### src/design/pdde_pkg.sv
package pdde_pkg;

  localparam int NumChunks   = 8;
  localparam int ChunkW      = 24;
  localparam int SumW        = 50;
  localparam int IdxW        = 3;
  localparam int CntW        = 4;
  localparam logic [23:0] ChunkBase    = 24'd10000000;
  localparam logic [25:0] TwoChunkBase = 26'd20000000;
  // floor(2^48 / 78125): quotient estimate of v / 10^7 from v[49:23]
  localparam logic [31:0] QuotRecip    = 32'd3602879701;
  // ceil(2^40 / 78125): exact quotient of x / 78125 for 24-bit x
  localparam logic [23:0] SplitRecip   = 24'd14073749;
  // ceil(2^27 / 10): exact quotient of x / 10 for 24-bit x
  localparam logic [23:0] TenRecip     = 24'd13421773;

  typedef enum logic [3:0] {
    ST_IDLE,
    ST_SPLIT,
    ST_CHECK,
    ST_MUL_CLR,
    ST_MUL_ACC,
    ST_NORM,
    ST_NORM_Q,
    ST_NORM_R,
    ST_NORM_WR,
    ST_NEXT,
    ST_DIGIT,
    ST_DONE
  } pdde_state_t;

  typedef enum logic [1:0] {
    DST_POWER,
    DST_SQUARE
  } pdde_dst_t;

  typedef struct packed {
    logic             load;
    logic             split;
    logic             mul_clear;
    logic             mul_acc;
    logic             mul_dst_sq;
    logic [IdxW-1:0]  i;
    logic [IdxW-1:0]  j;
    logic             norm_load;
    logic             norm_quot;
    logic             norm_rem;
    logic             norm;
    logic [IdxW-1:0]  norm_idx;
    logic             shift_exp;
    logic             digit_step;
  } pdde_cmd_t;

  typedef struct packed {
    logic exp_zero;
    logic exp_lsb;
    logic exp_gt1;
    logic split_done;
    logic digit_done;
  } pdde_status_t;

endpackage

### src/design/pdde_ctrl.sv
module pdde_ctrl (
  input  logic                  clk,
  input  logic                  rst,
  input  logic                  in_valid,
  output logic                  in_stall,
  output logic                  out_valid,
  input  logic                  out_stall,
  output pdde_pkg::pdde_cmd_t   cmd,
  input  pdde_pkg::pdde_status_t status
);
  import pdde_pkg::*;

  pdde_state_t state, state_next;
  logic [IdxW-1:0] i, i_next, j, j_next;
  logic            sq_phase, sq_phase_next;

  always_ff @(posedge clk) begin
    if (rst) begin
      state    <= ST_IDLE;
      i        <= '0;
      j        <= '0;
      sq_phase <= 1'b0;
    end else begin
      state    <= state_next;
      i        <= i_next;
      j        <= j_next;
      sq_phase <= sq_phase_next;
    end
  end

  always_comb begin
    state_next    = state;
    i_next        = i;
    j_next        = j;
    sq_phase_next = sq_phase;
    cmd           = '0;
    cmd.i         = i;
    cmd.j         = j;
    cmd.norm_idx  = i;
    cmd.mul_dst_sq = sq_phase;
    in_stall      = 1'b1;
    out_valid     = 1'b0;
    unique case (state)
      ST_IDLE: begin
        in_stall = 1'b0;
        if (in_valid) begin
          cmd.load   = 1'b1;
          state_next = ST_SPLIT;
        end
      end
      ST_SPLIT: begin
        cmd.split = 1'b1;
        if (status.split_done) state_next = ST_CHECK;
      end
      ST_CHECK: begin
        if (status.exp_zero) begin
          state_next = ST_DIGIT;
        end else if (status.exp_lsb) begin
          sq_phase_next = 1'b0;
          state_next    = ST_MUL_CLR;
        end else if (status.exp_gt1) begin
          sq_phase_next = 1'b1;
          state_next    = ST_MUL_CLR;
        end else begin
          state_next = ST_NEXT;
        end
      end
      ST_MUL_CLR: begin
        cmd.mul_clear = 1'b1;
        i_next        = '0;
        j_next        = '0;
        state_next    = ST_MUL_ACC;
      end
      ST_MUL_ACC: begin
        cmd.mul_acc = 1'b1;
        if ({1'b0, i} + {1'b0, j} == CntW'(NumChunks - 1)) begin
          j_next = '0;
          if (i == IdxW'(NumChunks - 1)) begin
            i_next     = '0;
            state_next = ST_NORM;
          end else begin
            i_next = i + 1'b1;
          end
        end else begin
          j_next = j + 1'b1;
        end
      end
      ST_NORM: begin
        cmd.norm_load = 1'b1;
        state_next    = ST_NORM_Q;
      end
      ST_NORM_Q: begin
        cmd.norm_quot = 1'b1;
        state_next    = ST_NORM_R;
      end
      ST_NORM_R: begin
        cmd.norm_rem = 1'b1;
        state_next   = ST_NORM_WR;
      end
      ST_NORM_WR: begin
        cmd.norm = 1'b1;
        if (i == IdxW'(NumChunks - 1)) begin
          i_next = '0;
          if (!sq_phase && status.exp_gt1) begin
            sq_phase_next = 1'b1;
            state_next    = ST_MUL_CLR;
          end else begin
            state_next = ST_NEXT;
          end
        end else begin
          i_next     = i + 1'b1;
          state_next = ST_NORM;
        end
      end
      ST_NEXT: begin
        cmd.shift_exp = 1'b1;
        state_next    = ST_CHECK;
      end
      ST_DIGIT: begin
        cmd.digit_step = 1'b1;
        if (status.digit_done) state_next = ST_DONE;
      end
      ST_DONE: begin
        out_valid = 1'b1;
        if (!out_stall) state_next = ST_IDLE;
      end
      default: state_next = ST_IDLE;
    endcase
  end

`ifndef SYNTHESIS
  a_stall_busy: assert property (@(posedge clk) disable iff (rst)
    (state != ST_IDLE) |-> in_stall) else $error("input taken while busy");
  a_out_hold: assert property (@(posedge clk) disable iff (rst)
    (out_valid && out_stall) |=> out_valid) else $error("result dropped");
  a_load_idle: assert property (@(posedge clk) disable iff (rst)
    cmd.load |=> (state == ST_SPLIT)) else $error("load without split");
`endif

endmodule

### config.mk
export PLATFORM = sky130hd
export DESIGN_NAME = pdde_ctrl
export DESIGN_NICKNAME = d
export VERILOG_FILES = /design/src/design/pdde_pkg.sv /design/src/design/pdde_ctrl.sv
export SDC_FILE = /design/constraint.sdc
export NUM_CORES = 1
export LEC_CHECK = 0
export BUFFER_PORTS_ARGS = -buffer_cell sky130_fd_sc_hd__buf_2
export CAP_MARGIN = 0
export CORE_UTILIZATION = 54
export CTS_CLUSTER_DIAMETER = 150
export DETAILED_ROUTE_END_ITERATION = 6
export HOLD_SLACK_MARGIN = 0.12
export PLACE_DENSITY = 0.91
export SLEW_MARGIN = 20
export SYNTH_ARGS = -nofsm -noshare
export SYNTH_HDL_FRONTEND = slang
export SYNTH_SLANG_ARGS = --single-unit
### constraint.sdc
create_clock -name clk -period 5.38 [get_ports clk]
set_clock_uncertainty 0.05 [all_clocks]
set_input_delay 1.076 -clock clk [delete_from_list [all_inputs] [get_ports clk]]
set_output_delay 1.076 -clock clk [all_outputs]
set_load 0.005 [all_outputs]
Word level (Yosys, flattened, before mapping). Cells that the tools add are included.

Register bits: 11. Input bits: 9. Logic and storage cells: 75.

$add $sub $neg: 3. Eq/ne operators: 23. Muxes and demuxes: 36. Reductions and logical operators: 9.

Operators by type and width (number): case mux 4 bit (12 select lines) (1); 2-to-1 mux 4 bit (11); == test 4 x 3 -> 1 bit (second input constant) (5); 2-to-1 mux 1 bit (18); != test 2 bit (second input constant) (9); == test 4 bit (second input constant) (4); 2-to-1 mux 3 bit (3); case mux 3 bit (3 select lines) (1); == test 4 x 2 -> 1 bit (second input constant) (2); adder 3 x 1 -> 3 bit (second input constant) (2); case mux 3 bit (2 select lines) (1); AND reduction 6 bit (1); AND reduction 5 bit (1); adder 3 x 3 -> 4 bit (1); == test 4 x 1 -> 1 bit (second input constant) (1); logical NOT 4 bit (1); nonzero test 2 bit (2); == test 3 bit (second input constant) (1); != test 3 bit (second input constant) (1); nonzero test 3 bit (1); case mux 1 bit (2 select lines) (1); AND reduction 2 bit (1); logical AND 1 bit (1); logical NOT 1 bit (1).

Longest topological paths before layout. Gate-level depths: netlist of the first run.

Word-level depth: 5. Mapped depth: 6.

Least setup slack after synthesis of the first run. OpenSTA, ideal clock, no wires.

Kind: in2out. From: input in_valid. To: output cmd[19] in the netlist's numbering. Arrival time: 1.213 ns. Setup slack: 3.041 ns. Stages on the path: 1. Path buffers: 0. Path through: and3_1.

Cells in the longest elaborated chain, start to end: 2.

Ends and longest elaborated chain: start: declaration (RTL line pdde_ctrl.sv:4) `input logic in_valid,`; 2-to-1 mux 1 bit (RTL line pdde_ctrl.sv:46) `if (in_valid) begin`; 2-to-1 mux 1 bit (RTL line pdde_ctrl.sv:43) `unique case (state)`; end: declaration (RTL line pdde_ctrl.sv:8) `output pdde_pkg::pdde_cmd_t cmd,`.

No other way between the ends.

==> run_results.csv, run 1 <==
group,metric,value,unit
logic_synthesis,avgSynthCellArea,8.33,µm²
sta,timing.final.crit_share,0.534,
die,num_rows,14,
logic_synthesis,ys_ff_latch,11,
clock_tree,cts_resized,0,
critical_path,r2r_slack,2.96,ns
placement,hpwlAfterDp,1600,µm
global_routing,grt_pass1_wl,3510,µm
sta,rsz0062_at_grt,"no",
cells_and_area,n_antenna_cell,0,
power,p_leak,0.517,nW
logic_synthesis,synth_sequential_area_ratio,0.226,
clock_tree,cts_root_buf,"clkbuf_4",
logic_synthesis,syn_inst,117,
critical_path,worst_ep_required_time,4.25,ns
power,power_frac_comb,0.489,
logic_synthesis,synth_area_leaders,"dfxtp_1 23%, ha_1 7.7%, nor2_1 4.2%",
flow_run,cap_violations,0,
logic_synthesis,synth_edf_count,0,
placement,dp_cells,159,
logic_synthesis,synth.distinct_cells,47,
die,coreArea,1590,µm²
drt,antenna_left,0,
sta,setup_viol,0,
drt,vias_per_cell,5.74,
critical_path,start_kind,"flop",
cells_and_area,nets,156,
clock_tree,cts_setup_buffers,0,
sta,relSlewSlack,0.617,
power,vdd_ir_drop_max,0.000236,V
global_routing,grt_max_degree,18,
drt,drc_errors,0,
drt,dr_total_vias,935,
clock_tree,h-tree-depth,1,
clock_tree,cts_hold_buf,0,
global_routing,overflow,0,
sta,finalCriticalPeriod,2.88,ns
global_routing,grt_util_all_layers,0.250,
clock_tree,cts_num_sinks,11,
critical_path,cp_max_fo,17,
power,p_int,0.223,mW
clock_tree,path_clk_slew,0.08,ns
die,die_x,44.5,µm
logic_synthesis,synth_area,975,µm²
logic_synthesis,syn_nets,133,
drt,wl_per_cell,12.9,µm
drt,dr.pass1.iters,4,
sta,worstMarginPinSlew,0.573,ns
power,p_total,0.391,mW
drt,wl,2110,µm
critical_path,critPathKind,"reg -> out",
logic_synthesis,synth_area_leader_cell,"dfxtp_1",
die,start_util,0.611,
power,clockPowerShare,0.152,
critical_path,worst_ep_arrival_time,1.75,ns
global_routing,antenna_found_initial,0,
power,power_density,353,nW/µm²
logic_synthesis,yosysWarningCount,0,
cells_and_area,fin_util,0.695,
clock_tree,insertion_delay,0.29,ns
sta,fmaxAchievable,348,MHz
run_status,run_status,"completed",
die,die-area,1980,µm²
cells_and_area,synthToLayoutAreaGrowth,13.7,%
logic_synthesis,yosysTopAreaCellShare,0.226,
logic_synthesis,yosys-top-cells-count,"11 x dfxtp_1, 11 x nor2_1, 10 x nand2_1, 6 x ha_1, 6 x nor3_1",
logic_synthesis,synth_async_sr_flop_share,0,
clock_tree,cts_buffer_depth,2,
hold_path,min_path_type,"reg -> reg",
logic_synthesis,synth_flop_cell,"dfxtp_1",
power,p_switching,0.168,mW
die,die_y,44.5,µm
drt,initialDrtViolationCount,17,
clock_tree,cts_tree,"built",
placement,place_congestion,0.871,
sta,maxSlewViolCount,0,
cells_and_area,drive_above_1_share,0.317,
global_routing,first_global_vias,819,
critical_path,cp-end-kind,"primary output",
clock_tree,cts_buffers,3,
die,num_io_pins,31,
power,switching_share,0.429,
sta,tns,0,ns
cells_and_area,fin_cells,163,
power,pwr-share-seq,0.359,
placement,port_buffers,30,
sta,final-hold-violation-count,0,
[path summary, 6_finish.rpt]
check                               from  endpoint  cells after the start
worst max-delay path            state[2]   cmd[16]                      3
worst max register to register      i[0]  state[0]                      6
worst min register to register      i[2]      i[2]                      2
worst min-delay path                i[2]      i[2]                      2
[cell usage in the layout (no fill, tap or decap), types with 2 or more instances in the layout]
master	instances
buf_2	30
nor3b_1	2
inv_1	3
ha_1	6
nor2b_1	2
o211ai_1	2
o21ai_0	2
a31oi_1	2
a211o_1	2
a211oi_1	2
a21oi_1	5
nor3_1	6
or4_1	2
nand4b_1	3
clkbuf_4	3
nand2b_1	5
a211oi_2	2
dfxtp_1	11
nor2_1	11
mux2i_1	3
nand2_1	10
[kinds of logic after synthesis]
family                   share of synthesized area
buffers and inverters                       0.0911
XOR/XNOR                                    0.0180
AO/OA/AOI/OAI                                0.211
multiplexers                                0.0578
adder cells (fa/ha/maj)                     0.0976
flip-flops                                   0.226
AND/OR/NAND/NOR                              0.299
[cell type report]
cell class / instances / area (µm²)
multi-input cells: 90 / 666
clock inverters: 1 / 5.00
well taps: 24 / 30.0
repair buffers: 30 / 150
inverters: 4 / 15.0
clock buffers: 3 / 22.5
flip-flops and latches: 11 / 220
fillers: 123 / 485
[critical path: stages (launching register included)]
cell and delay [ns]:
dfxtp_1 0.64, or4b_4 0.56, inv_2 0.13, buf_2 0.13
[per-layer routing]
layer	global-route usage	vias up	wire, µm
li1	-	474	-
met1	0.265	427	929
met2	0.426	26	1020
met3	0.0653	8	79
met4	0.176	0	80
met5	0	-	0
[state kept, by name, summed over array words and instances (netlist names)]
signal	count
state	4
sq_phase	1
i	3
j	3
[through the flow]
step | worst slack, ns | hold slack [ns] | area (µm²)
2_1_floorplan | 3.04 | 0.450 | 975
3_3_place_gp | 2.84 | 0.456 | 1080
3_5_place_dp | 2.83 | 0.453 | 1080
4_1_cts | 2.51 | 0.463 | 1110
5_1_grt | 2.40 | 0.491 | 1110
6_report | 2.50 | 0.461 | 1110
[power groups by stage]
| stage | Clock [mW] | Sequential, mW | Combinational, mW |
|---|---|---|---|
| 2_1_floorplan | 0 | 0.105 | 0.186 |
| 3_3_place_gp | 0 | 0.139 | 0.184 |
| 3_5_place_dp | 0 | 0.141 | 0.190 |
| 4_1_cts | 0.0613 | 0.139 | 0.191 |
| 5_1_grt | 0.0651 | 0.145 | 0.214 |
| 6_report | 0.0593 | 0.140 | 0.191 |
Note: power is estimated with default switching activity, not from simulation.
==> run 2: changes to the inputs <==
CORE_UTILIZATION = 45   (was 54)
PLACE_DENSITY = 0.82   (was 0.91)
clock period = 2.3 ns   (was 5.38 ns; I/O delays follow)
==> run 2 against run 1 <==
Net effect: die area up 19%; critical path type is now reg -> reg; first-iteration DRC count up 29%; combinational power up 150%; critical endpoint is now state[0]; flip-flop and latch count unchanged; cell count up 4.3%; register-to-register slack worse by 2.9 ns.
==> run_results.csv, run 2 (same netlist as run 1, synthesis figures left out) <==
group,metric,value,unit
drt,dr.pass1.iters,4,
critical_path,worst_ep_required_time,2.42,ns
cells_and_area,final_cell_mix,"30 x buf_2, 11 x nor2_1, 11 x dfxtp_1",
clock_tree,cts_resized,0,
hold_path,min_path_type,"in -> reg",
power,p_total,0.929,mW
clock_tree,cts_setup_buffers,0,
critical_path,critPathKind,"reg -> reg",
cells_and_area,drive_above_1_share,0.329,
sta,final-hold-violation-count,0,
critical_path,cpMostUsedCell,"a211o_1",
clock_tree,insertion_delay,0.27,ns
cells_and_area,final_common_cell,"buf_2",
sta,maxSlewViolCount,0,
placement,port_buffers,30,
global_routing,overflow,0,
die,coreArea,2000,µm²
clock_tree,cts_tree,"built",
clock_tree,cts_num_sinks,11,
clock_tree,cts_hold_buf,0,
cells_and_area,n_antenna_cell,0,
power,p_leak,0.534,nW
die,die_y,48.5,µm
cells_and_area,top_regs,"state: 4 flops, i: 3 flops, j: 3 flops",
sta,tns,0,ns
drt,vias_per_cell,5.65,
clock_tree,cts_buffers,3,
clock_tree,path_clk_slew,0.08,ns
critical_path,start_kind,"flop",
drt,antenna_left,0,
global_routing,grt_max_degree,18,
clock_tree,cts_root_buf,"clkbuf_4",
placement,place_congestion,0.767,
critical_path,worst_ep_arrival_time,2.32,ns
sta,rsz0062_at_grt,"no",
clock_tree,h-tree-depth,1,
sta,finalCriticalPeriod,2.21,ns
die,num_rows,16,
die,die-area,2360,µm²
cells_and_area,synthToLayoutAreaGrowth,17.1,%
clock_tree,cts_buffer_depth,2,
critical_path,path_cells,"ha_1 -> fa_1 -> a211o_1 -> a211o_1 -> a211oi_2 -> mux2_4",
drt,initialDrtViolationCount,22,
power,power_density,814,nW/µm²
drt,dr_total_vias,961,
run_status,run_status,"completed",
cells_and_area,n_fill_cell,202,
power,vdd_ir_drop_max,0.000440,V
global_routing,grt_util_all_layers,0.194,
cells_and_area,largest_register_ff_count,4,
die,num_io_pins,31,
sta,relSlewSlack,0.608,
drt,wl_per_cell,13.2,µm
sta,fmaxAchievable,453,MHz
global_routing,first_global_vias,830,
drt,wl,2240,µm
critical_path,cp_max_fo,4,
flow_run,cap_violations,0,
sta,setup_viol,0,
global_routing,antenna_found_initial,0,
global_routing,grt_pass1_wl,3670,µm
die,start_util,0.487,
cells_and_area,largest_register,"state",
placement,hpwlAfterDp,1680,µm
critical_path,cpPeakStageDelay,0.38,ns
critical_path,critical-path-slowest-cell,"fa_1",
sta,timing.final.crit_share,0.960,
die,die_x,48.5,µm
critical_path,cp-end-kind,"flop",
sta,worstMarginPinSlew,0.587,ns
drt,drc_errors,0,
cells_and_area,nets,160,
[run 2: cell count changes in the layout (fill, tap and decap cells not counted), sizes merged]
cell / delta
buf: +4
clkbuf: +1
clkinv: -1
[run 2: path summary, 6_finish.rpt]
path                            from  endpoint  slack, ns  depth (start not counted)
worst min-delay path             rst  state[2]       0.46                          2
worst max register to register  j[0]  state[0]       0.09                          6
worst min register to register  j[0]      j[0]       0.47                          2
worst max-delay path            j[0]  state[0]       0.09                          6
[run 2: critical path: cells and delay by family (launching register included)]
kind	cells	cell delay [ns]
adder cells (fa/ha/maj)	2	0.60
flip-flops	1	0.34
multiplexers	1	0.31
AO/OA/AOI/OAI	3	0.80
[run 2: where the power goes]
| part | switching (mW) | leakage, nW | total, mW | internal, mW |
|---|---|---|---|---|
| logic | 0.226 | 0.430 | 0.472 | 0.247 |
| clock network | 0.0726 | 0.0150 | 0.140 | 0.0672 |
| registers | 0.0942 | 0.0891 | 0.317 | 0.223 |
| total | 0.392 | 0.534 | 0.929 | 0.537 |
[run 2: cell type report]
type / instances / area (µm²) / share of cell area
Tap cell: 27 / 33.8 / 0.0296
Inverter: 4 / 15.0 / 0.0132
Sequential cell: 11 / 220 / 0.193
Timing Repair Buffer: 34 / 180 / 0.158
Clock buffer: 4 / 26.3 / 0.0230
Multi-Input combinational cell: 90 / 666 / 0.583
[run 2: routing by layer]
layer / GRT usage / part of all wire / wire (µm) / vias up
met5: 0 / 0 / 0 / -
met4: 0.0196 / 0 / 0 / 0
met3: 0.0503 / 0.039 / 87 / 0
met2: 0.347 / 0.51 / 1150 / 24
met1: 0.240 / 0.45 / 998 / 457
li1: - / - / - / 480
[run 2: metrics by stage]
step	worst slack (ns)	std cells	hold slack, ns	area, µm²	util
final	0.0924	170	0.465	1140	0.570
after global routing	0.0287	170	0.465	1140	0.570
after detailed placement	0.105	166	0.459	1110	0.557
after global placement	0.132	166	0.449	1110	0.557
after floorplan	0.0302	117	0.450	975	-
after CTS	0.0930	170	0.463	1140	0.570
